**src/rtl/core/bfpa_ram.sv**
```systemverilog
// ----------------------------------------------------------------------------
// bfpa_ram: generic single-port-write, one-read synchronous RAM
// One write port, one read port, read data registered.
// ----------------------------------------------------------------------------
module bfpa_ram #(
   parameter int WIDTH = 8,
   parameter int DEPTH = 16
) (
   input  logic                     clock,
   input  logic                     wr_en,
   input  logic [$clog2(DEPTH)-1:0] wr_addr,
   input  logic [WIDTH-1:0]         wr_data,
   input  logic [$clog2(DEPTH)-1:0] rd_addr,
   output logic [WIDTH-1:0]         rd_data
);
   logic [WIDTH-1:0] mem [DEPTH];
   logic [WIDTH-1:0] rd_data_ff;

   always_ff @(posedge clock) begin
      if (wr_en) begin
         mem[wr_addr] <= wr_data;
      end
      rd_data_ff <= mem[rd_addr];
   end
   assign rd_data = rd_data_ff;
endmodule

```
**config.mk**
```make
export PLATFORM = sky130hd
export DESIGN_NAME = bfpa_ram
export DESIGN_NICKNAME = d
export VERILOG_FILES = /design/src/rtl/core/bfpa_ram.sv
export SDC_FILE = /design/constraint.sdc
export NUM_CORES = 1
export LEC_CHECK = 0
export ABC_AREA = 1
export BUFFER_PORTS_ARGS = -buffer_cell sky130_fd_sc_hd__buf_2
export CAP_MARGIN = 20
export CORE_MARGIN = 3
export CORE_UTILIZATION = 50
export DETAILED_ROUTE_END_ITERATION = 7
export HOLD_SLACK_MARGIN = 0.03
export PLACE_DENSITY_LB_ADDON = 0.3
export REMOVE_ABC_BUFFERS = 1
export SLEW_MARGIN = 20
export SYNTH_ARGS = -nofsm -noshare
export SYNTH_HDL_FRONTEND = slang
export SYNTH_SLANG_ARGS = --single-unit
```
**constraint.sdc**
```tcl
create_clock -name clock -period 1.5 [get_ports clock]
set_input_delay 0.15 -clock clock [delete_from_list [all_inputs] [get_ports clock]]
set_output_delay 0.15 -clock clock [all_outputs]
set_load 0.005 [all_outputs]
```
[After elaboration in Yosys (flattened, before gate mapping)]
Memories as Yosys holds them, arrays and structs flattened. A register that Yosys moved wholly into a read port is not among the register bits.
Cells that the tools add are included.
Word-level totals
  register bits after elaboration: 0
  RAM bits: 128
  input port bits: 18
  output and inout bits: 8
  word-level logic and storage cells: 3
  memories kept: 1
Memories
  mem: words 16, width 8, read ports 1, clocked after Yosys merged registers in 1, wr ports 1, RTL line 16  | logic [WIDTH-1:0] mem [DEPTH];
Cells by class
  multiplexer cells: 2
Operators with widths (count)
  two-way mux 1 bit: 2

[Logic depth before layout (Yosys ltp)]
  word-level depth: 2
  mapped depth: 8
  gate-level depth less buffers: 7

[Worst setup path before layout]
OpenSTA, ideal clock, no wires.
  kind: input port to flip-flop
  from: input port wr_addr[2]
  to: memory mem[10][0], enable pin
  library setup time: 0.370 ns
  data arrival time: 0.731 ns
  required time: 1.130 ns
  slack: 0.399 ns
  cell stages on the path: 2
  buffers on the path: 0
  path through: nand3b_1 > nor2_1
RTL lines
  start, declared: RTL line 11  | input logic [$clog2(DEPTH)-1:0] wr_addr,
  end, declared: RTL line 16
No word-level cell before the write port.

[Worst setup path after layout]
  from: register rd_data_ff[4] (netlist: rd_data[4]), read port of mem
  to: output port rd_data[4]
RTL lines
  start, declared: RTL line 17  | logic [WIDTH-1:0] rd_data_ff;
  end, declared: RTL line 14  | output logic [WIDTH-1:0] rd_data
No word-level cell between the ends.

==> results by group <==
Outcome
  • Status: finished clean

Drt
  • WL final: 11.99 mm
  • Vias: 3851
  • Drt first pass iters: 5
  • Residual DRC: 0
  • Antenna-violating nets left: 0
  • Vias per cell: 5.155
  • Starting DRT DRC Count: 323
  • WL/cell: 16.05 um

Logic synthesis
  • Cells after Synth: 551
  • Post-synth top area share: 66.65%
  • Syn avg cell area: 10.47 um^2
  • Register area share after synthesis: 69.43%
  • Syn Std Cell Area: 5767 um^2
  • Count of cell types in the netlist: 12
  • Ys Warns: 0
  • Synth area leaders: edfxtp_1 67%, nand2_1 11%, nand3_1 8.4%
  • FF+latch count, synth: 136
  • Post-synth top area cell: edfxtp_1

Timing
  • Fmax: 0.9425 GHz
  • RSZ-0062 raised after global routing: false
  • Worst setup margin: 438.9 ps
  • Worst Skew: 7.873 ps
  • Final setup viols: 0
  • Worst-Margin Slew: 365.8 ps
  • Slew HR: 75.59%
  • Final min period: 1061 ps
  • Fin Setup TNS: 0 ps
  • Worst hold slack: 121.1 ps
  • Final Slew Violations: 0
  • Final hold violations: 0
  • Final period util: 70.74%

Placed design
  • IO buf count: 25
  • Post-DP HPWL: 7.275 mm
  • Gpl congestion: 0.7729
  • Pre-CTS setup slack: 264.1 ps

CTS
  • Clk sinks: 136
  • H-tree depth: 4
  • Post-CTS sizing: 0
  • CTS buffer count: 17
  • CTS tree: built
  • CTS clk-pin slew, worst paths: 60 ps
  • Hold_buf cts: 0
  • Setup repair bufs after CTS: 0
  • Clock latency on the worst-skew pair: 410 ps
  • Maximum clock path buffer count: 2
  • Clock Tree Root: clkbuf_16

Layout
  • Diode count: 0
  • Area Growth Syn to Fin: 16.12%
  • Share of layout cells above drive strength 1: 13.34%
  • Commonest non-fill, non-tap cells in the layout: 173 x nand2_1, 128 x edfxtp_1, 100 x inv_1
  • Net count of the finished layout: 612
  • Fillers: 867
  • Commonest non-fill, non-tap cell in the layout: nand2_1

Critical path
  • Worst Setup Path Type: register to primary output
  • Worst Path Buf+Inv: 1
  • Crit path arrival time: 910 ps
  • Max FO, Critical Path: 1
  • Critical path, cell by cell: buf_2
  • Critical Path Source Type: register
  • CP Data Required Time: 1350 ps
  • CP top delay family: flip-flops
  • CP endpoint kind: primary output
  • Crit-path slowest cell: dfxtp_1
  • Slowest stage delay, CP: 370 ps

Global route
  • Remaining Overflow, GRT: 0
  • Vias in the first global route: 3821
  • First-pass GRT wire length: 19.09 mm
  • Antenna violations before repair: 0
  • Tot GR Track Use: 19.63%
  • Largest net degree at the start of global routing: 65

Hold path
  • Hold/Removal Path Class: input pin to register

Floorplanning
  • Core Region: 11030 um^2
  • Die area: 12860 um^2
  • IO Count: 26
  • Initial cell density of the core: 52.28%
  • Site row count: 38
  • Die Height: 113.4 um
  • Die W: 113.4 um

Power
  • Pwr Density: 1316 nW/um^2
  • Pleak: 2.933 nW
  • VDD IR max: 0.7807 mV

Run
  • MaxCap Viol Count: 0
## cell families after synthesis
family | count (synthesis) | synth area share, %
flip-flops | 136 | 69.43
AND/OR/NAND/NOR | 289 | 21.05
buffers and inverters | 126 | 9.525
## synthesized netlist by cell type (all sizes together)
cell type,instances
inv,102
nand3b,2
nand3,97
buf,24
nand2,173
dfxtp,8
nor2,17
edfxtp,128
## metal layers
layer | vias to the layer above | global-route usage [%] | wire, um
met2 | 131 | 33.33 | 6043
li1 | 1858 | - | -
met4 | 0 | 8.654 | 322
met5 | - | 0 | 0
met3 | 31 | 3.714 | 689
met1 | 1831 | 24.66 | 4933
## cell type report
| cell class | instances | area, um^2 | share of cell area, % |
|---|---|---|---|
| inverters | 102 | 382.9 | 5.717 |
| multi-input cells | 289 | 1214 | 18.12 |
| flip-flops and latches | 136 | 4004 | 59.79 |
| well taps | 140 | 175.2 | 2.616 |
| clock inverters | 13 | 142.6 | 2.130 |
| clock buffers | 19 | 442.9 | 6.614 |
| repair buffers | 48 | 335.3 | 5.007 |
## registers in the layout, indices dropped and copies added, names as in the netlist
| signal | count |
|---|---|
| mem | 128 |
| rd_data | 8 |
## per-stage QoR
stage / power, mW / instances / utilization, % / cell area (um^2)
after detailed placement: 4.852 / 715 / 55.40 / 6111
final: 8.814 / 747 / 60.71 / 6696
after floorplan: 4.580 / 527 / - / 5600
after global routing: 9.087 / 747 / 60.71 / 6696
after CTS: 8.850 / 747 / 60.71 / 6696
after global placement: 4.838 / 715 / 55.40 / 6111
## path summary, 6_finish.rpt
path	slack, ps	endpoint	from	depth (start not counted)
setup / recovery	440	rd_data[4]	rd_data[4]	1
hold / removal	120	mem[9][0]	wr_data[0]	1
hold reg to reg	660	rd_data[3]	mem[2][3]	6
setup reg to reg	520	rd_data[7]	mem[13][7]	6
## report_power, final
part,total (mW),switching [mW],internal (mW)
combinational,0.503,0.342,0.162
sequential,4.28,0.0268,4.25
clock,4.04,1.53,2.50
Note: power is estimated with default switching activity, not from simulation.
